<file path="src/rtl/core/i2cebm_pkg.sv">
// Shared types and constants of the I2C EEPROM byte master.
`timescale 1ns / 1ps

package i2cebm_pkg;

   localparam logic [1:0] CMD_NONE  = 2'd0;
   localparam logic [1:0] CMD_WRITE = 2'd1;
   localparam logic [1:0] CMD_READ  = 2'd2;

   localparam logic [1:0] CSR_DEVICE_ADDRESS = 2'd0;
   localparam logic [1:0] CSR_PHASE_TICKS    = 2'd1;
   localparam logic [1:0] CSR_ACK_WAIT_LIMIT = 2'd2;

   localparam logic [6:0] DEVICE_ADDRESS_RESET = 7'd80;
   localparam logic [7:0] PHASE_TICKS_RESET    = 8'd1;
   localparam logic [7:0] ACK_WAIT_LIMIT_RESET = 8'd255;

   localparam logic [4:0] PH_IDLE       = 5'd0;
   localparam logic [4:0] PH_ST_SDA_HI  = 5'd1;
   localparam logic [4:0] PH_ST_SCL_HI  = 5'd2;
   localparam logic [4:0] PH_ST_SDA_LO  = 5'd3;
   localparam logic [4:0] PH_WB_SCL_LO  = 5'd4;
   localparam logic [4:0] PH_WB_SDA_BIT = 5'd5;
   localparam logic [4:0] PH_WB_SCL_HI  = 5'd6;
   localparam logic [4:0] PH_WE_SCL_LO  = 5'd7;
   localparam logic [4:0] PH_WE_SDA_HI  = 5'd8;
   localparam logic [4:0] PH_AK_SCL_HI  = 5'd9;
   localparam logic [4:0] PH_AK_WAIT    = 5'd10;
   localparam logic [4:0] PH_AK_SCL_LO  = 5'd11;
   localparam logic [4:0] PH_RB_PREP    = 5'd12;
   localparam logic [4:0] PH_RB_SCL_HI  = 5'd13;
   localparam logic [4:0] PH_RB_SCL_LO  = 5'd14;
   localparam logic [4:0] PH_NK_SDA_HI  = 5'd15;
   localparam logic [4:0] PH_NK_SCL_HI  = 5'd16;
   localparam logic [4:0] PH_NK_SCL_LO  = 5'd17;
   localparam logic [4:0] PH_SP_SDA_LO  = 5'd18;
   localparam logic [4:0] PH_SP_SCL_HI  = 5'd19;
   localparam logic [4:0] PH_SP_SDA_HI  = 5'd20;

   localparam logic [1:0] BYTE_DEVICE  = 2'd0;
   localparam logic [1:0] BYTE_ADDRESS = 2'd1;
   localparam logic [1:0] BYTE_THIRD   = 2'd2;

   typedef struct packed {
      logic [6:0] device_address;
      logic [7:0] phase_ticks;
      logic [7:0] ack_wait_limit;
   } cfg_type;

   typedef struct packed {
      logic [4:0] phase;
      logic [2:0] bit_cnt;
      logic [7:0] shift;
      logic [7:0] hold;
      logic [7:0] ack_cnt;
      logic       op_read;
      logic [7:0] address;
      logic [7:0] data;
      logic [7:0] rx_byte;
      logic [1:0] byte_idx;
      logic       scl;
      logic       sda;
   } state_type;

   localparam state_type STATE_RESET = '{
      phase:    PH_IDLE,
      bit_cnt:  3'd0,
      shift:    8'd0,
      hold:     8'd0,
      ack_cnt:  8'd0,
      op_read:  1'b0,
      address:  8'd0,
      data:     8'd0,
      rx_byte:  8'd0,
      byte_idx: BYTE_DEVICE,
      scl:      1'b1,
      sda:      1'b1
   };

endpackage

</file>
<file path="src/rtl/core/i2cebm_req_if.sv">
// Request channel: one tick with command, address, data and sampled SDA.
`timescale 1ns / 1ps

interface i2cebm_req_if;
   logic       valid;
   logic       ready;
   logic [1:0] cmd;
   logic [7:0] mem_address;
   logic [7:0] write_data;
   logic       sda_in;

   modport source (output valid, cmd, mem_address, write_data, sda_in, input ready);
   modport sink   (input valid, cmd, mem_address, write_data, sda_in, output ready);
endinterface

</file>
<file path="src/rtl/core/i2cebm_rsp_if.sv">
// Response channel: pin levels, status and read byte for one tick.
`timescale 1ns / 1ps

interface i2cebm_rsp_if;
   logic       valid;
   logic       ready;
   logic       scl_level;
   logic       sda_level;
   logic       busy_res;
   logic       done_res;
   logic [7:0] read_byte;

   modport source (output valid, scl_level, sda_level, busy_res, done_res, read_byte,
                   input ready);
   modport sink   (input valid, scl_level, sda_level, busy_res, done_res, read_byte,
                   output ready);
endinterface

</file>
<file path="src/rtl/core/i2cebm_step.sv">
// Next-state logic of the bus sequencer for one tick.
`timescale 1ns / 1ps

module i2cebm_step
   import i2cebm_pkg::*;
(
   input  state_type  st,
   input  cfg_type    cfg,
   input  logic [1:0] cmd,
   input  logic [7:0] mem_address,
   input  logic [7:0] write_data,
   input  logic       sda_in,
   output state_type  nx,
   output logic       done
);

   logic       go;
   logic [4:0] tgt;
   logic [7:0] limit;
   logic [8:0] hold_sum;

   always_comb begin
      nx       = st;
      done     = 1'b0;
      go       = 1'b0;
      tgt      = PH_IDLE;
      limit    = (cfg.phase_ticks == 8'd0) ? 8'd1 : cfg.phase_ticks;
      hold_sum = {1'b0, st.hold} + 9'd1;

      case (st.phase)
         PH_IDLE: begin
            if (cmd == CMD_WRITE || cmd == CMD_READ) begin
               nx.op_read  = (cmd == CMD_READ);
               nx.address  = mem_address;
               nx.data     = write_data;
               nx.byte_idx = BYTE_DEVICE;
               nx.shift    = {cfg.device_address, 1'b0};
               nx.bit_cnt  = 3'd0;
               go          = 1'b1;
               tgt         = PH_ST_SDA_HI;
            end
         end
         PH_AK_WAIT: begin
            if (!sda_in) begin
               go  = 1'b1;
               tgt = PH_AK_SCL_LO;
            end else begin
               nx.ack_cnt = st.ack_cnt + 8'd1;
               if (nx.ack_cnt >= cfg.ack_wait_limit) begin
                  go  = 1'b1;
                  tgt = PH_AK_SCL_LO;
               end
            end
         end
         default: begin
            if (hold_sum >= {1'b0, limit}) begin
               go = 1'b1;
               case (st.phase)
                  PH_ST_SDA_HI:  tgt = PH_ST_SCL_HI;
                  PH_ST_SCL_HI:  tgt = PH_ST_SDA_LO;
                  PH_ST_SDA_LO:  tgt = PH_WB_SCL_LO;
                  PH_WB_SCL_LO:  tgt = PH_WB_SDA_BIT;
                  PH_WB_SDA_BIT: tgt = PH_WB_SCL_HI;
                  PH_WB_SCL_HI: begin
                     nx.shift = {st.shift[6:0], 1'b0};
                     if (st.bit_cnt == 3'd7) begin
                        nx.bit_cnt = 3'd0;
                        tgt        = PH_WE_SCL_LO;
                     end else begin
                        nx.bit_cnt = st.bit_cnt + 3'd1;
                        tgt        = PH_WB_SCL_LO;
                     end
                  end
                  PH_WE_SCL_LO:  tgt = PH_WE_SDA_HI;
                  PH_WE_SDA_HI:  tgt = PH_AK_SCL_HI;
                  PH_AK_SCL_HI: begin
                     if (!sda_in || cfg.ack_wait_limit == 8'd0) begin
                        tgt = PH_AK_SCL_LO;
                     end else begin
                        nx.ack_cnt = 8'd0;
                        tgt        = PH_AK_WAIT;
                     end
                  end
                  PH_AK_SCL_LO: begin
                     if (st.byte_idx == BYTE_DEVICE) begin
                        nx.byte_idx = BYTE_ADDRESS;
                        nx.shift    = st.address;
                        nx.bit_cnt  = 3'd0;
                        tgt         = PH_WB_SCL_LO;
                     end else if (!st.op_read) begin
                        if (st.byte_idx == BYTE_ADDRESS) begin
                           nx.byte_idx = BYTE_THIRD;
                           nx.shift    = st.data;
                           nx.bit_cnt  = 3'd0;
                           tgt         = PH_WB_SCL_LO;
                        end else begin
                           tgt = PH_SP_SDA_LO;
                        end
                     end else if (st.byte_idx == BYTE_ADDRESS) begin
                        nx.byte_idx = BYTE_THIRD;
                        nx.shift    = {cfg.device_address, 1'b1};
                        nx.bit_cnt  = 3'd0;
                        tgt         = PH_ST_SDA_HI;
                     end else begin
                        nx.shift   = 8'd0;
                        nx.bit_cnt = 3'd0;
                        tgt        = PH_RB_PREP;
                     end
                  end
                  PH_RB_PREP:    tgt = PH_RB_SCL_HI;
                  PH_RB_SCL_HI: begin
                     nx.shift = {st.shift[6:0], sda_in};
                     tgt      = PH_RB_SCL_LO;
                  end
                  PH_RB_SCL_LO: begin
                     if (st.bit_cnt == 3'd7) begin
                        nx.bit_cnt = 3'd0;
                        nx.rx_byte = st.shift;
                        tgt        = PH_NK_SDA_HI;
                     end else begin
                        nx.bit_cnt = st.bit_cnt + 3'd1;
                        tgt        = PH_RB_SCL_HI;
                     end
                  end
                  PH_NK_SDA_HI:  tgt = PH_NK_SCL_HI;
                  PH_NK_SCL_HI:  tgt = PH_NK_SCL_LO;
                  PH_NK_SCL_LO:  tgt = PH_SP_SDA_LO;
                  PH_SP_SDA_LO:  tgt = PH_SP_SCL_HI;
                  PH_SP_SCL_HI:  tgt = PH_SP_SDA_HI;
                  default: begin
                     tgt  = PH_IDLE;
                     done = 1'b1;
                  end
               endcase
            end else begin
               nx.hold = st.hold + 8'd1;
            end
         end
      endcase

      if (go) begin
         nx.phase = tgt;
         nx.hold  = 8'd0;
         case (tgt)
            PH_ST_SDA_HI, PH_WE_SDA_HI, PH_NK_SDA_HI, PH_SP_SDA_HI: nx.sda = 1'b1;
            PH_ST_SCL_HI, PH_WB_SCL_HI, PH_AK_SCL_HI, PH_RB_SCL_HI,
            PH_NK_SCL_HI, PH_SP_SCL_HI: nx.scl = 1'b1;
            PH_ST_SDA_LO, PH_SP_SDA_LO: nx.sda = 1'b0;
            PH_WB_SCL_LO, PH_WE_SCL_LO, PH_AK_SCL_LO, PH_RB_SCL_LO,
            PH_NK_SCL_LO: nx.scl = 1'b0;
            PH_WB_SDA_BIT: nx.sda = nx.shift[7];
            PH_RB_PREP: begin
               nx.scl = 1'b0;
               nx.sda = 1'b1;
            end
            default: ;
         endcase
      end
   end

endmodule

</file>
<file path="src/rtl/core/i2c_eeprom_byte_master.sv">
// I2C EEPROM random byte read/write master driven one tick per request beat.
//
// Each request beat is one tick of the bus sequencer and yields exactly one response
// beat with the SCL/SDA levels after that tick, busy, a one-tick done flag and the last
// read byte. The block takes one beat per clock cycle, a new request being taken
// whenever its single output register is empty or is being drained in the same cycle;
// the response appears there in the cycle after acceptance. Bus timing is counted in
// ticks: every pin phase lasts phase_ticks ticks and each acknowledge may add up to
// ack_wait_limit ticks. Commands arriving while a transfer runs are ignored.
`timescale 1ns / 1ps

module i2c_eeprom_byte_master
   import i2cebm_pkg::*;
(
   input  logic         clock,
   input  logic         reset,
   i2cebm_req_if.sink   req_if,
   i2cebm_rsp_if.source rsp_if,
   input  logic         csr_we,
   input  logic [1:0]   csr_index,
   input  logic [7:0]   csr_wdata
);

   cfg_type   cfg_ff;
   state_type state_ff;
   state_type state_in;
   logic      done_in;
   logic      rsp_valid_ff;
   logic      scl_ff;
   logic      sda_ff;
   logic      busy_ff;
   logic      done_ff;
   logic [7:0] read_byte_ff;
   logic      req_take;

   i2cebm_step u_step (
      .st          (state_ff),
      .cfg         (cfg_ff),
      .cmd         (req_if.cmd),
      .mem_address (req_if.mem_address),
      .write_data  (req_if.write_data),
      .sda_in      (req_if.sda_in),
      .nx          (state_in),
      .done        (done_in)
   );

   assign req_if.ready = !rsp_valid_ff || rsp_if.ready;
   assign req_take     = req_if.valid && req_if.ready;

   always_ff @(posedge clock) begin
      if (reset) begin
         cfg_ff.device_address <= DEVICE_ADDRESS_RESET;
         cfg_ff.phase_ticks    <= PHASE_TICKS_RESET;
         cfg_ff.ack_wait_limit <= ACK_WAIT_LIMIT_RESET;
      end else if (csr_we) begin
         case (csr_index)
            CSR_DEVICE_ADDRESS: cfg_ff.device_address <= csr_wdata[6:0];
            CSR_PHASE_TICKS:    cfg_ff.phase_ticks    <= csr_wdata;
            CSR_ACK_WAIT_LIMIT: cfg_ff.ack_wait_limit <= csr_wdata;
            default: ;
         endcase
      end
   end

   always_ff @(posedge clock) begin
      if (reset) begin
         state_ff     <= STATE_RESET;
         rsp_valid_ff <= 1'b0;
      end else if (req_take) begin
         state_ff     <= state_in;
         rsp_valid_ff <= 1'b1;
      end else if (rsp_if.ready) begin
         rsp_valid_ff <= 1'b0;
      end
   end

   always_ff @(posedge clock) begin
      if (req_take) begin
         scl_ff       <= state_in.scl;
         sda_ff       <= state_in.sda;
         busy_ff      <= (state_in.phase != PH_IDLE);
         done_ff      <= done_in;
         read_byte_ff <= state_in.rx_byte;
      end
   end

   assign rsp_if.valid     = rsp_valid_ff;
   assign rsp_if.scl_level = scl_ff;
   assign rsp_if.sda_level = sda_ff;
   assign rsp_if.busy_res  = busy_ff;
   assign rsp_if.done_res  = done_ff;
   assign rsp_if.read_byte = read_byte_ff;

endmodule

</file>
<file path="src/flat_wrapper.sv">
// flat-port wrapper written by rule: the top's interface ports become plain ports
module i2c_eeprom_byte_master_flat import i2cebm_pkg::*;
  (clock, reset, csr_we, csr_index, csr_wdata, req_if_valid, req_if_cmd, req_if_mem_address, req_if_write_data, req_if_sda_in, req_if_ready, rsp_if_valid, rsp_if_scl_level, rsp_if_sda_level, rsp_if_busy_res, rsp_if_done_res, rsp_if_read_byte, rsp_if_ready);
  i2cebm_req_if req_if_i ();
  i2cebm_rsp_if rsp_if_i ();
  input  logic clock;
  input  logic reset;
  input  logic csr_we;
  input  logic [1:0] csr_index;
  input  logic [7:0] csr_wdata;
  input wire logic [$bits(req_if_i.valid)-1:0] req_if_valid;
  input wire logic [$bits(req_if_i.cmd)-1:0] req_if_cmd;
  input wire logic [$bits(req_if_i.mem_address)-1:0] req_if_mem_address;
  input wire logic [$bits(req_if_i.write_data)-1:0] req_if_write_data;
  input wire logic [$bits(req_if_i.sda_in)-1:0] req_if_sda_in;
  output wire logic [$bits(req_if_i.ready)-1:0] req_if_ready;
  output wire logic [$bits(rsp_if_i.valid)-1:0] rsp_if_valid;
  output wire logic [$bits(rsp_if_i.scl_level)-1:0] rsp_if_scl_level;
  output wire logic [$bits(rsp_if_i.sda_level)-1:0] rsp_if_sda_level;
  output wire logic [$bits(rsp_if_i.busy_res)-1:0] rsp_if_busy_res;
  output wire logic [$bits(rsp_if_i.done_res)-1:0] rsp_if_done_res;
  output wire logic [$bits(rsp_if_i.read_byte)-1:0] rsp_if_read_byte;
  input wire logic [$bits(rsp_if_i.ready)-1:0] rsp_if_ready;
  assign req_if_i.valid = req_if_valid;
  assign req_if_i.cmd = req_if_cmd;
  assign req_if_i.mem_address = req_if_mem_address;
  assign req_if_i.write_data = req_if_write_data;
  assign req_if_i.sda_in = req_if_sda_in;
  assign req_if_ready = req_if_i.ready;
  assign rsp_if_valid = rsp_if_i.valid;
  assign rsp_if_scl_level = rsp_if_i.scl_level;
  assign rsp_if_sda_level = rsp_if_i.sda_level;
  assign rsp_if_busy_res = rsp_if_i.busy_res;
  assign rsp_if_done_res = rsp_if_i.done_res;
  assign rsp_if_read_byte = rsp_if_i.read_byte;
  assign rsp_if_i.ready = rsp_if_ready;
  i2c_eeprom_byte_master u_core (.clock(clock), .reset(reset), .req_if(req_if_i), .rsp_if(rsp_if_i), .csr_we(csr_we), .csr_index(csr_index), .csr_wdata(csr_wdata));
endmodule
</file>
<file path="config.mk">
export PLATFORM = sky130hd
export DESIGN_NAME = i2c_eeprom_byte_master_flat
export DESIGN_NICKNAME = d
export VERILOG_FILES = /design/src/rtl/core/i2cebm_pkg.sv /design/src/rtl/core/i2cebm_req_if.sv /design/src/rtl/core/i2cebm_rsp_if.sv /design/src/rtl/core/i2cebm_step.sv /design/src/rtl/core/i2c_eeprom_byte_master.sv /design/src/flat_wrapper.sv
export SDC_FILE = /design/constraint.sdc
export NUM_CORES = 1
export LEC_CHECK = 0
export BUFFER_PORTS_ARGS = -buffer_cell sky130_fd_sc_hd__buf_4
export CORE_UTILIZATION = 54
export CTS_CLUSTER_DIAMETER = 200
export DETAILED_ROUTE_END_ITERATION = 7
export PLACE_DENSITY = 0.85
export RECOVER_POWER = 100
export SYNTH_ARGS = -nofsm -noshare
export SYNTH_HDL_FRONTEND = slang
export SYNTH_SLANG_ARGS = --single-unit
</file>
<file path="constraint.sdc">
create_clock -name clock -period 2.9 [get_ports clock]
set_input_delay 0.29 -clock clock [delete_from_list [all_inputs] [get_ports clock]]
set_output_delay 0.29 -clock clock [all_outputs]
set_load 0.05 [all_outputs]
</file>
Word-level counts from Yosys, hierarchy flattened
Cells that the tools add are included.
{"block": "totals", "input_bits": 34, "ff_bits": 97, "out_inout_bits": 14, "word_cells": 171}
{"block": "classes", "muxes": 53, "n_addsub": 4, "n_bitwise": 3, "magnitude_cmp": 2, "reduce_logical": 37, "n_eq_ne": 50}
{"operator": "$mux W8", "count": 12}
{"operator": "$pmux W5 S18", "count": 1}
{"operator": "$eq A5 B4 Y1 const B", "count": 15}
{"operator": "$mux W11", "count": 5}
{"operator": "$eq A5 B5 Y1 const B", "count": 9}
{"operator": "$eq A5 B3 Y1 const B", "count": 8}
{"operator": "$mux W5", "count": 6}
{"operator": "$pmux W8 S3", "count": 1}
{"operator": "$reduce_and A6 Y1", "count": 4}
{"operator": "$pmux W11 S2", "count": 1}
{"operator": "$eq A5 B2 Y1 const B", "count": 4}
{"operator": "$reduce_or A18 Y1", "count": 1}
{"operator": "$add A8 B1 Y8 const B", "count": 2}
{"operator": "$logic_not A8 Y1", "count": 2}
{"operator": "$pmux W8 S2", "count": 1}
{"operator": "$mux W2", "count": 7}
{"operator": "$reduce_or A6 Y1", "count": 2}
{"operator": "$eq A5 B1 Y1 const B", "count": 2}
{"operator": "$mux W10", "count": 1}
{"operator": "$pmux W5 S2", "count": 1}
{"operator": "$reduce_bool A2 Y1", "count": 5}
{"operator": "$add A8 B1 Y9 const B", "count": 1}
{"operator": "$ge A9 B8 Y1", "count": 1}
{"operator": "$mux W1", "count": 9}
{"operator": "other kinds (28)", "count": 48}

Depth between registers and ports, before layout
Gate-level depths: netlist of the first run.
{"block": "logic_depth", "word_depth": 11, "ltp_mapped": 15, "mapped_depth_nobuf": 13}

Hierarchy
From an unflattened synthesis of the first run, not the netlist that was laid out.
{"block": "hier_totals", "hier_cells": 763, "area_unflattened_um2": 6294.8}
{"mod": "i2c_eeprom_byte_master", "cells_per_inst": 394, "seq_area_each_um2": 2062.0, "n_inst": 1, "area_per_inst_um2": 3885.0}
{"mod": "i2cebm_step", "cells_per_inst": 369, "seq_area_each_um2": 0.0, "n_inst": 1, "area_per_inst_um2": 2409.8}

Worst setup path before layout of the first run
Ideal clock, no wire load.
{"block": "synth_path", "path_kind": "register to register", "start": "register u_core.state_ff[37] in the netlist's numbering", "end": "register u_core.busy_ff (netlist: u_core.rsp_if.busy_res) (data pin)", "setup_ps": 272, "synth_period_minus_slack_ps": 3164, "path_stages_with_launch": 13, "n_path_buf": 1, "arrival_time_ps": 2893, "t_required_ps": 2628, "slack_ps": -264, "cell_sequence": "dfxtp_1 -> ha_1 -> nand3_2 -> nor2_1 -> xor2_1 -> ha_1 -> a21o_1 -> a221oi_1 -> o211ai_2 -> clkbuf_1 -> nor2_1 -> a21oi_1 -> or4_1"}
{"block": "synth_via", "elab_chain_cells": 6, "word_cells_on_any_way": 8, "classes_between": "add/sub: 1; order compare: 1; mux: 5; reduce/logical: 1"}
{"element": "start: declaration", "line_no": "i2c_eeprom_byte_master.sv:25", "text": "state_type state_ff;"}
{"element": "start signal: assignment", "line_no": "i2c_eeprom_byte_master.sv:70", "text": "state_ff <= state_in;"}
{"element": "$add A8 B1 Y9 (*)", "line_no": "i2cebm_step.sv:28", "text": "hold_sum = {1'b0, st.hold} + 9'd1;"}
{"element": "$ge A9 B8 Y1 (*)", "line_no": "i2cebm_step.sv:56", "text": "if (hold_sum >= {1'b0, limit}) begin"}
{"element": "$mux W5 or $mux W1 (tied branches)", "line_no": "i2cebm_step.sv:56"}
{"element": "$pmux W5 S2 or $pmux W1 S2 (tied branches)", "line_no": "i2cebm_step.sv:30", "text": "case (st.phase)"}
{"element": "$mux W5 (*)", "line_no": "i2cebm_step.sv:141", "text": "if (go) begin"}
{"element": "$reduce_bool A5 Y1 (*)", "line_no": "i2c_eeprom_byte_master.sv:81", "text": "busy_ff <= (state_in.phase != PH_IDLE);"}
{"element": "end signal: assignment", "line_no": "i2c_eeprom_byte_master.sv:81"}
{"element": "end: declaration", "line_no": "i2c_eeprom_byte_master.sv:31", "text": "logic busy_ff;"}
Every way passes the cells marked *; elsewhere a longest branch is shown, timed or not.
A chain may end at the register's enable or synchronous reset.

Final worst setup path of the first run
{"block": "layout_path", "start": "register u_core.state_ff[37] in the netlist's numbering", "end": "register u_core.state_ff[0] in the netlist's numbering"}
{"block": "layout_via", "elab_chain_cells": 8, "word_cells_on_any_way": 20, "classes_between": "add/sub: 1; order compare: 1; eq/ne: 8; mux: 8; reduce/logical: 2"}
{"element": "$add A8 B1 Y9 (*)", "line_no": "i2cebm_step.sv:28"}
{"element": "$ge A9 B8 Y1 (*)", "line_no": "i2cebm_step.sv:56"}
{"element": "$mux W5", "line_no": "i2cebm_step.sv:56"}
{"element": "$pmux W5 S2", "line_no": "i2cebm_step.sv:30"}
{"element": "$eq A5 B4 Y1 (tied with other cells)", "line_no": "i2cebm_step.sv:144", "text": "case (tgt)"}
{"element": "$reduce_or A5 Y1 (no source line) or $reduce_or A2 Y1 (tied branches)"}
{"element": "$pmux W1 S3", "line_no": "i2cebm_step.sv:144"}
{"element": "$mux W2 (*)", "line_no": "i2cebm_step.sv:141"}
Every way passes the cells marked *; elsewhere a longest branch is shown, timed or not. The select of a mux whose other input is x is not followed.

==> flow_metrics.py, run 1 <==
metrics = {
    "routing": {
        "drc": 0,
        "vias": 5347,
        "viasPerCell": 6.021,
        "post_drt_wl_per_cell_um": 18.09,
        "drt_iter0_markers": 415,
        "drtAntennaViolNets": 0,
        "drtPass1Iterations": 5,
        "drt-total-wl_um": 16060,
    },
    "clock_tree": {
        "numCtsBuffers": 9,
        "cts.sinks": 97,
        "clk_latency_ns": 0.39,
        "clockBufferDepth": 2,
        "cts.clk_slew.worst_paths_ns": 0.11,
        "tritoncts": "built",
        "root_buffer": "clkbuf_8",
        "hold_buffers": 0,
        "cts_max_level": 3,
    },
    "sta": {
        "skew_ns": 0.01542,
        "rsz0062_at_grt": "true",
        "fmax_ghz": 0.3115,
        "finalCritPeriodShare_pct": 110.7,
        "final.setup.tns_ns": -3.361,
        "max_slew_margin_pct": 35.20,
        "report.final.setup_viol": 41,
        "hold_viol_final": 0,
        "slew_viol_final": 0,
        "timing.final.ws_setup_ns": -0.3099,
        "min_period_ns": 3.210,
        "worst_pin_slew_ns": 0.9720,
    },
    "global_routing": {
        "antenna_found_initial": 0,
        "grt-ovfl-total": 0,
        "grt_max_degree": 86,
        "track_usage_pct": 31.27,
        "grt_pass1_wl_um": 25390,
        "grt_pass1_vias": 5197,
    },
    "place": {
        "port_buffers": 47,
        "place_area_sq_mm": 0.006391,
        "place_inst": 858,
        "globalplace.congestion": 0.9765,
        "place_ws_ns": -0.2970,
        "dpl.hpwl_um": 10510,
    },
    "worst_setup_path": {
        "worstPathRequired_ns": 3.17,
        "crit_arrival_ns": 3.48,
        "startpoint_type": "flip-flop",
        "path_class": "flip-flop to flip-flop",
        "end_kind": "flip-flop",
        "path_max_fanout": 5,
        "r2r_cells": 14,
    },
    "final_layout": {
        "nets": 806,
        "postLayoutCellArea_sq_mm": 0.006982,
        "drive_above_1_share_pct": 27.95,
        "diodes": 0,
        "areaGrowthSynthToFinish_pct": 27.31,
        "fillCellCount": 770,
        "instances_no_fill": 888,
    },
    "synthesis": {
        "ys_ff_latch": 97,
        "synth_edf_count": 12,
        "ys_top_cells_by_area": "dfxtp_1 31%, edfxtp_1 6.6%, a21oi_1 6.5%, nand2_1 5.3%, ha_1 5.0%",
        "synthArstFlopShare_pct": 0,
        "syn_avg_cell_area_sq_um": 8.437,
        "netlist_area_sq_mm": 0.005484,
        "synth_warnings": 0,
        "synth_top_area_cell": "dfxtp_1",
        "synth_cells": 650,
        "synth_nets": 706,
        "seq_area_frac_synth_pct": 37.60,
        "synth_ff_type": "dfxtp_1",
        "synthTopCellsByCount": "85 x dfxtp_1, 77 x nand2_1, 73 x nor2_1",
        "synthMostInstantiatedCell": "dfxtp_1",
        "synth_top_cell_area_share_pct": 31.03,
        "yosys.cell_types.count": 78,
    },
    "floorplan": {
        "placementRows": 36,
        "fp.dieW_um": 102.8,
        "core_sq_mm": 0.009819,
        "dieArea_sq_mm": 0.01056,
        "dieHeight_um": 102.8,
        "io_pins": 48,
        "initial_utilization_pct": 55.85,
    },
    "run_status": {
        "violations": "setup timing",
        "status": "finished with violations",
    },
    "pwr": {
        "p_leak_uw": 0.002821,
        "cellPowerDensity_mw_per_mm2": 490.5,
        "vdd_drop_max_v": 0.0003422,
    },
    "run": {
        "maxCapViolations": 0,
    },
    "min_path": {
        "hold_depth": 2,
        "hold_path.class": "input pin to flip-flop",
    },
}
-- logic make-up after synthesis --
kind of cell    share of synthesized area [%]
simple gates                            24.12
compound gates                          19.53
flops                                   37.60
buf+inv                                 5.544
mux                                     5.955
fa+ha+maj                               5.019
xor+xnor                                2.236
-- sequential cells by signal (all words and copies together), names as in the netlist --
signal / cells
u_core.state_ff: 61
u_core.rsp_if.read_byte: 8
u_core.rsp_if.valid: 1
u_core.rsp_if.scl_level: 1
u_core.rsp_if.sda_level: 1
u_core.cfg_ff: 23
u_core.rsp_if.busy_res: 1
u_core.rsp_if.done_res: 1
-- repair_timing --
item,4_1_cts,5_1_grt
buffers inserted,8,4
cloned,2,0
resized for setup,34,35
endpoints found under the setup margin,45,47
pin swaps,21,17
-- per-stage QoR --
| stage | hold WS [ns] | utilization (%) | power (uW) |
|---|---|---|---|
| detailed placement | 0.4500 | 65.09 | 2262 |
| finish | 0.1259 | 71.10 | 3424 |
| CTS | 0.1186 | 70.21 | 3363 |
| global placement | 0.4383 | 65.09 | 2238 |
| global route | 0.1129 | 71.10 | 3547 |
| floorplan | 0.4078 | - | 1992 |
-- worst max-delay path, stage by stage, from the launching register on --
cell and delay, ns:
dfxtp_4 0.39, nand3_4 0.09, nor2_4 0.13, nand3_2 0.11
xnor2_2 0.23, ha_1 0.29, and3_4 0.20, a221oi_4 0.33
o211a_4 0.28, a21oi_1 0.08, a221oi_2 0.19, buf_4 0.18
nor4b_4 0.06, o41ai_2 0.39, nand3b_1 0.13
-- layer usage --
layer	track usage [%]	wire [um]
met2	53.33	7869
met3	6.305	1201
met5	0	0
met1	38.25	6452
met4	13.76	539
-- path summary, 6_finish.rpt --
check | from | end | slack (ns)
hold reg to reg | u_core.state_ff[16] | u_core.state_ff[16] | 0.46
setup / recovery | u_core.state_ff[37] | u_core.state_ff[0] | -0.31
setup reg to reg | u_core.state_ff[37] | u_core.state_ff[0] | -0.31
hold / removal | csr_wdata[7] | u_core.cfg_ff[7] | 0.13
-- where the power goes --
| part | total [uW] | internal, uW | switching [uW] |
|---|---|---|---|
| registers | 1480 | 1420 | 57.2 |
| clock network | 1040 | 503 | 537 |
| logic | 904 | 379 | 525 |
-- cell type report --
type	instances	area, sq um	share of cell area, %
tap	133	166.4	2.384
inverter	27	101.3	1.452
sequential	97	2078	29.77
multi-input combinational	486	3467	49.66
clock inverter	7	112.6	1.613
timing repair buffer	129	932.1	13.35
clock buffer	9	123.9	1.774
-- cells in the final DEF, fill, tap and decap left out, types with 3 or more instances in the layout --
master      n
buf_4     100
clkbuf_1   20
nand2_1    69
clkbuf_8    9
dfxtp_4     4
o211ai_1    3
dfxtp_1    80
or3_1       4
nor3_1     10
mux2_4      5
nand3b_1   11
nor3_2      4
o21ai_0    13
mux2_2      5
nand4b_1    3
mux2i_1    20
nor2b_1     8
nand2b_1   10
a21o_1      5
a21oi_2     7
a22oi_1    10
a211oi_2    7
nand4_1     7
nand3_1    12
buf_6       5
a211o_1    10
nor2_1     71
a21oi_1    65
xnor2_1     7
nor2_4      6
inv_1      27
edfxtp_1   12
xor2_1      4
nand2_2     7
ha_1       21
nor4_1      5
o21ai_1     5
a211oi_1    4
Power figures use the tool's default switching activity.
==> inputs of run 2 (changes only) <==
--- a/config.mk
+++ b/config.mk
@@ -6,10 +6,10 @@
 export NUM_CORES = 1
 export LEC_CHECK = 0
 export BUFFER_PORTS_ARGS = -buffer_cell sky130_fd_sc_hd__buf_4
-export CORE_UTILIZATION = 54
+export CORE_UTILIZATION = 58
 export CTS_CLUSTER_DIAMETER = 200
 export DETAILED_ROUTE_END_ITERATION = 7
-export PLACE_DENSITY = 0.85
+export PLACE_DENSITY = 0.87
 export RECOVER_POWER = 100
 export SYNTH_ARGS = -nofsm -noshare
 export SYNTH_HDL_FRONTEND = slang
==> constraint.sdc (replaced) <==
create_clock -name clock -period 3.04 [get_ports clock]
set_input_delay 0.304 -clock clock [delete_from_list [all_inputs] [get_ports clock]]
set_output_delay 0.304 -clock clock [all_outputs]
set_load 0.05 [all_outputs]
==> run 2 against run 1 <==
Against the previous run:
- the flow still finishes with violations (setup timing)
- maximum frequency decreased by 1.2%
- count of clock-buffer cells in the layout is 1 higher
- routed wire length up 0.21%
- sequential cell count stayed put
- combinational power down 6.7%
- largest power group unchanged
==> flow_metrics.py, run 2 (synthesis results as in run 1) <==
metrics = {
    "routing": {
        "vias": 5422,
        "drt-total-wl_um": 16100,
        "drtPass1Iterations": 6,
        "viasPerCell": 6.394,
        "drt_iter0_markers": 557,
        "drc": 0,
        "drtAntennaViolNets": 0,
        "post_drt_wl_per_cell_um": 18.98,
    },
    "final_layout": {
        "instances_no_fill": 848,
        "drive_above_1_share_pct": 27.00,
        "postLayoutCellArea_sq_mm": 0.006804,
        "areaGrowthSynthToFinish_pct": 24.07,
        "diodes": 0,
        "nets": 788,
        "top_register": "u_core.state_ff",
        "final_common_cell": "buf_4",
        "fillCellCount": 619,
        "seq_area_sq_mm": 0.002081,
        "postLayoutCoreUtil_pct": 73.99,
        "multi_input_area_sq_mm": 0.003496,
        "final_cell_mix": "84 x buf_4, 78 x dfxtp_1, 71 x nor2_1",
        "largest_register_ffs": 61,
    },
    "global_routing": {
        "grt_pass1_vias": 5107,
        "track_usage_pct": 31.16,
        "grt-ovfl-total": 0,
        "grt_max_degree": 86,
        "grt_pass1_wl_um": 24380,
        "antenna_found_initial": 0,
    },
    "clock_tree": {
        "clockBufferDepth": 2,
        "root_buffer": "clkbuf_8",
        "tritoncts": "built",
        "numCtsBuffers": 9,
        "cts.sinks": 97,
        "cts_max_level": 3,
        "clk_latency_ns": 0.39,
        "cts.clk_slew.worst_paths_ns": 0.11,
    },
    "sta": {
        "report.final.setup_viol": 27,
        "fmax_ghz": 0.3078,
        "slew_viol_final": 0,
        "finalCritPeriodShare_pct": 106.9,
        "worst_pin_slew_ns": 0.9655,
        "min_period_ns": 3.249,
        "skew_ns": 0.01829,
        "max_slew_margin_pct": 35.63,
        "hold_viol_final": 0,
        "rsz0062_at_grt": "true",
        "timing.final.ws_setup_ns": -0.2093,
    },
    "worst_setup_path": {
        "worstPathRequired_ns": 3.31,
        "startpoint_type": "flip-flop",
        "path_max_fanout": 5,
        "rrSetupSlack_ns": -0.21,
        "r2r_cells": 13,
        "end_kind": "flip-flop",
        "path_class": "flip-flop to flip-flop",
        "cp_slowest_cell": "dfxtp_4",
        "critPathLaunch": "u_core.state_ff[38]",
        "reg2reg_to": "u_core.state_ff[0]",
        "path_cells": "ha_4 -> nand3_2 -> nor2_2 -> xor2_1 -> ha_1 -> a21o_1 -> a221oi_4 -> o211ai_4 -> o211ai_1 -> nand2_2 -> mux2i_1 -> o41ai_2 -> nand3b_1",
        "crit_arrival_ns": 3.52,
        "reg2reg_from": "u_core.state_ff[38]",
        "cp-endpoint": "u_core.state_ff[0]",
        "slowest_delay_ns": 0.40,
    },
    "place": {
        "place_area_sq_mm": 0.006135,
        "place_ws_ns": -0.2134,
        "dpl.hpwl_um": 9853,
        "place_inst": 814,
        "port_buffers": 47,
        "globalplace.congestion": 0.9229,
    },
    "floorplan": {
        "io_pins": 48,
        "placementRows": 35,
        "core_sq_mm": 0.009196,
        "dieArea_sq_mm": 0.009848,
        "initial_utilization_pct": 59.63,
        "dieHeight_um": 99.24,
        "fp.dieW_um": 99.24,
    },
    "min_path": {
        "hold_path.class": "input pin to flip-flop",
        "holdCritStartpoint": "csr_wdata[7]",
    },
    "run_status": {
        "violations": "setup timing",
        "status": "finished with violations",
    },
    "pwr": {
        "p_leak_uw": 0.002724,
        "cellPowerDensity_mw_per_mm2": 456.6,
        "vdd_drop_max_v": 0.0002718,
        "power_uw": 3107,
    },
    "run": {
        "maxCapViolations": 0,
    },
}
run 2: cell count changes in the layout (fill, tap and decap cells not counted), moves of 3 or more:
cell,before,now
a21oi_1,65,61
a21oi_2,7,11
buf_4,100,84
mux2_2,5,1
mux2_4,5,9
nor3_1,10,13
nor3_2,4,1
o21ai_0,13,16
o21ai_1,5,2
run 2: per-layer routing:
| layer | wire (um) | global-route usage (%) |
|---|---|---|
| met3 | 1239 | 4.146 |
| met4 | 709 | 16.40 |
| met1 | 6412 | 39.39 |
| met2 | 7734 | 52.03 |
| met5 | 0 | 0 |
run 2: final cells by class:
class	count	share of cell area, %
clock buffer	10	2.023
tap	111	2.041
sequential	97	30.58
inverter	27	1.490
timing repair buffer	110	11.62
clock inverter	6	0.8643
multi-input combinational	487	51.38
run 2: power breakdown:
group	switching, uW	leakage, uW	internal [uW]
registers	59.7	0.000809	1360
clock network	506	0.0000984	340
logic	503	0.00182	340
run 2: metrics by stage:
stage               hold WS, ns     TNS, ns
CTS                      0.1445  -0.0002987
finish                   0.1413      -1.671
detailed placement       0.4465      -2.304
floorplan                0.4218           0
global route             0.1537      -5.230
global placement         0.4382     -0.2302
run 2: repair_timing:
item                                    CTS  global route
gates cloned                              2             1
endpoints found under the setup margin   30            51
buffers inserted                          6             9
resized for setup                        17            68
pin swaps                                 9            21
hold buffers                              0             0
run 2: worst min-delay path by stage:
| stage | to | depth (start not counted) |
|---|---|---|
| after global routing | u_core.cfg_ff[7] | 2 |
| final | u_core.cfg_ff[7] | 2 |
| after CTS | u_core.cfg_ff[7] | 2 |
| after detailed placement | u_core.state_ff[16] | 2 |
| after global placement | u_core.state_ff[4] | 2 |
| after floorplan | u_core.cfg_ff[1] | 1 |
run 2: worst max-delay path: cells and delay by family (launching register included):
family / cells / cell delay (ns)
multiplexers: 1 / 0.20
adder cells (fa/ha/maj): 2 / 0.42
flip-flops: 1 / 0.40
AND/OR/NAND/NOR: 4 / 0.57
AO/OA/AOI/OAI: 5 / 1.37
XOR/XNOR: 1 / 0.18
==> inputs of run 3 (changes only) <==
--- a/config.mk
+++ b/config.mk
@@ -6,7 +6,9 @@
 export NUM_CORES = 1
 export LEC_CHECK = 0
 export BUFFER_PORTS_ARGS = -buffer_cell sky130_fd_sc_hd__buf_4
+export CORE_ASPECT_RATIO = 1.1
 export CORE_UTILIZATION = 58
+export CTS_BUF_LIST = sky130_fd_sc_hd__clkbuf_16
 export CTS_CLUSTER_DIAMETER = 200
 export DETAILED_ROUTE_END_ITERATION = 7
 export PLACE_DENSITY = 0.87
==> run 3 against run 2 <==
Against the previous run:
- the run still ends with setup timing left
- register-to-register slack about the same
- count of clock-buffer cells in the layout down 1
- non-clock buffer count fell by 1
- sequential share of layout area shrank 0.48 points
- cell count grew 0.12%
- clock power up 44%
- utilization up 2.7 points
- sequential power hardly changed
- total power up 13%
- global-route usage up 1.2 points
- critical endpoint unchanged
- largest cell class unchanged
- largest power group unchanged
==> flow_metrics.py, run 3 (synthesis results as in run 1) <==
metrics = {
    "run_status": {
        "status": "finished with violations",
        "violations": "setup timing",
    },
    "worst_setup_path": {
        "reg2reg_to": "u_core.state_ff[0]",
        "crit_arrival_ns": 3.50,
        "rrSetupSlack_ns": -0.22,
        "path_class": "flip-flop to flip-flop",
        "worstPathRequired_ns": 3.28,
        "cp_slowest_cell": "dfxtp_4",
        "path_max_fanout": 6,
        "startpoint_type": "flip-flop",
        "slowest_delay_ns": 0.39,
        "path_cells": "ha_4 -> nand3_4 -> buf_4 -> xnor2_2 -> ha_1 -> a21o_1 -> a221oi_4 -> o211ai_4 -> o211ai_1 -> nand2_2 -> mux2i_1 -> o41ai_1 -> nand3b_1",
        "reg2reg_from": "u_core.state_ff[38]",
        "r2r_cells": 13,
        "end_kind": "flip-flop",
    },
    "floorplan": {
        "placementRows": 36,
        "dieHeight_um": 104.0,
        "fp.dieW_um": 94.71,
        "io_pins": 48,
        "initial_utilization_pct": 60.88,
        "dieArea_sq_mm": 0.009848,
        "core_sq_mm": 0.009009,
    },
    "clock_tree": {
        "cts.sinks": 97,
        "hold_buffers": 0,
        "cts.clk_slew.worst_paths_ns": 0.07,
        "root_buffer": "clkbuf_16",
        "clk_latency_ns": 0.36,
        "cts_max_level": 3,
        "numCtsBuffers": 9,
        "tritoncts": "built",
        "clockBufferDepth": 2,
    },
    "min_path": {
        "hold_path.class": "input pin to flip-flop",
        "whs_endpoint": "u_core.cfg_ff[7]",
        "holdCritStartpoint": "csr_wdata[7]",
        "hold_depth": 2,
    },
    "final_layout": {
        "diodes": 0,
        "postLayoutCellArea_sq_mm": 0.006904,
        "postLayoutCoreUtil_pct": 76.64,
        "top_register": "u_core.state_ff",
        "drive_above_1_share_pct": 26.26,
        "final_common_cell": "buf_4",
        "largest_register_ffs": 61,
        "nets": 786,
        "areaGrowthSynthToFinish_pct": 25.90,
        "final_cell_mix": "81 x buf_4, 78 x dfxtp_1, 74 x nand2_1",
    },
    "place": {
        "port_buffers": 47,
        "globalplace.congestion": 0.9110,
        "dpl.hpwl_um": 9986,
        "place_ws_ns": -0.2653,
        "place_area_sq_mm": 0.006131,
    },
    "global_routing": {
        "grt_pass1_vias": 5164,
        "grt_pass1_wl_um": 25050,
        "antenna_found_initial": 0,
        "grt_use_met2_pct": 52.47,
        "track_usage_pct": 32.37,
        "top_usage_layer": "met2",
        "grt-ovfl-total": 0,
        "grt_use_met3_pct": 6.360,
        "grt_max_degree": 86,
        "gr-usage-met1_pct": 40.95,
    },
    "sta": {
        "report.final.setup_viol": 46,
        "skew_ns": 0.01100,
        "hold_viol_final": 0,
        "timing.final.ws_setup_ns": -0.2222,
        "hold_slack_ns": 0.1674,
        "finalCritPeriodShare_pct": 107.3,
        "fmax_ghz": 0.3065,
        "rsz0062_at_grt": "true",
        "max_slew_margin_pct": 36.55,
        "slew_viol_final": 0,
        "worst_pin_slew_ns": 0.9517,
        "min_period_ns": 3.262,
    },
    "pwr": {
        "power_uw": 3514,
        "cellPowerDensity_mw_per_mm2": 508.9,
        "vdd_drop_max_v": 0.0005035,
        "p_leak_uw": 0.002754,
    },
    "routing": {
        "vias": 5544,
        "viasPerCell": 6.530,
        "drtPass1Iterations": 7,
        "drt-total-wl_um": 17800,
        "drtAntennaViolNets": 0,
        "post_drt_wl_per_cell_um": 20.96,
        "drt_iter0_markers": 673,
        "drc": 0,
    },
    "run": {
        "maxCapViolations": 0,
    },
}
-- run 3: changes by cell type in the layout (fill, tap and decap cells not counted), sizes merged --
| cell | delta |
|---|---|
| clkbuf | -2 |
| bufinv | +1 |
| o211ai | -1 |
-- run 3: critical path: cells and delay by family, from the launching register on --
| kind | cells | cell delay [ns] |
|---|---|---|
| AOI/OAI and AO/OA | 5 | 1.43 |
| adders and majority gates | 2 | 0.51 |
| DFF | 1 | 0.39 |
| and+or+nand+nor | 3 | 0.33 |
| muxes | 1 | 0.18 |
| buffers and inverters | 1 | 0.16 |
| xor gates and xnor gates | 1 | 0.13 |
-- run 3: layer usage --
layer  vias up  routed length [um]
met5         -                   0
met4         0                1053
met3        87                1472
met2       354                8490
met1      2613                6781
li1       2490                   -
-- run 3: area by class of cell --
type	instances	area (sq um)
Inverter	27	101.3
Fill cell	611	2105
Multi-Input combinational cell	486	3472
Clock inverter	7	86.33
Clock buffer	9	225.2
Timing Repair Buffer	109	798.3
Sequential cell	97	2078
Tap cell	114	142.6
-- run 3: per-stage QoR --
step | setup TNS, ns | cells
after CTS | 0 | 845
after global routing | -10.69 | 849
after global placement | -0.1305 | 816
after floorplan | 0 | 650
after detailed placement | -1.818 | 816
final | -5.884 | 849
-- run 3: worst max path at each step --
| stage | to | slack [ns] | cells past startpoint | from |
|---|---|---|---|---|
| after global routing | u_core.state_ff[35] | -0.32 | 14 | u_core.state_ff[38] |
| after floorplan | u_core.state_ff[36] | 0.005 | 14 | u_core.state_ff[37] |
| final | u_core.state_ff[0] | -0.22 | 13 | u_core.state_ff[38] |
| after global placement | u_core.state_ff[0] | -0.05 | 13 | u_core.state_ff[37] |
| after detailed placement | u_core.state_ff[1] | -0.27 | 13 | u_core.state_ff[37] |
| after CTS | u_core.rsp_if.busy_res | 0.0006 | 12 | u_core.state_ff[29] |
-- run 3: repair_timing --
action | 4_1_cts | 5_1_grt
setup endpoints to repair | 29 | 50
pin swaps | 14 | 44
resized for setup | 28 | 64
buffers inserted | 12 | 6
cloned | 1 | 1
-- run 3: where the power goes --
part,internal [uW],switching (uW)
Clock,655,563
Combinational,360,521
Sequential,1360,57.1
Total,2370,1140
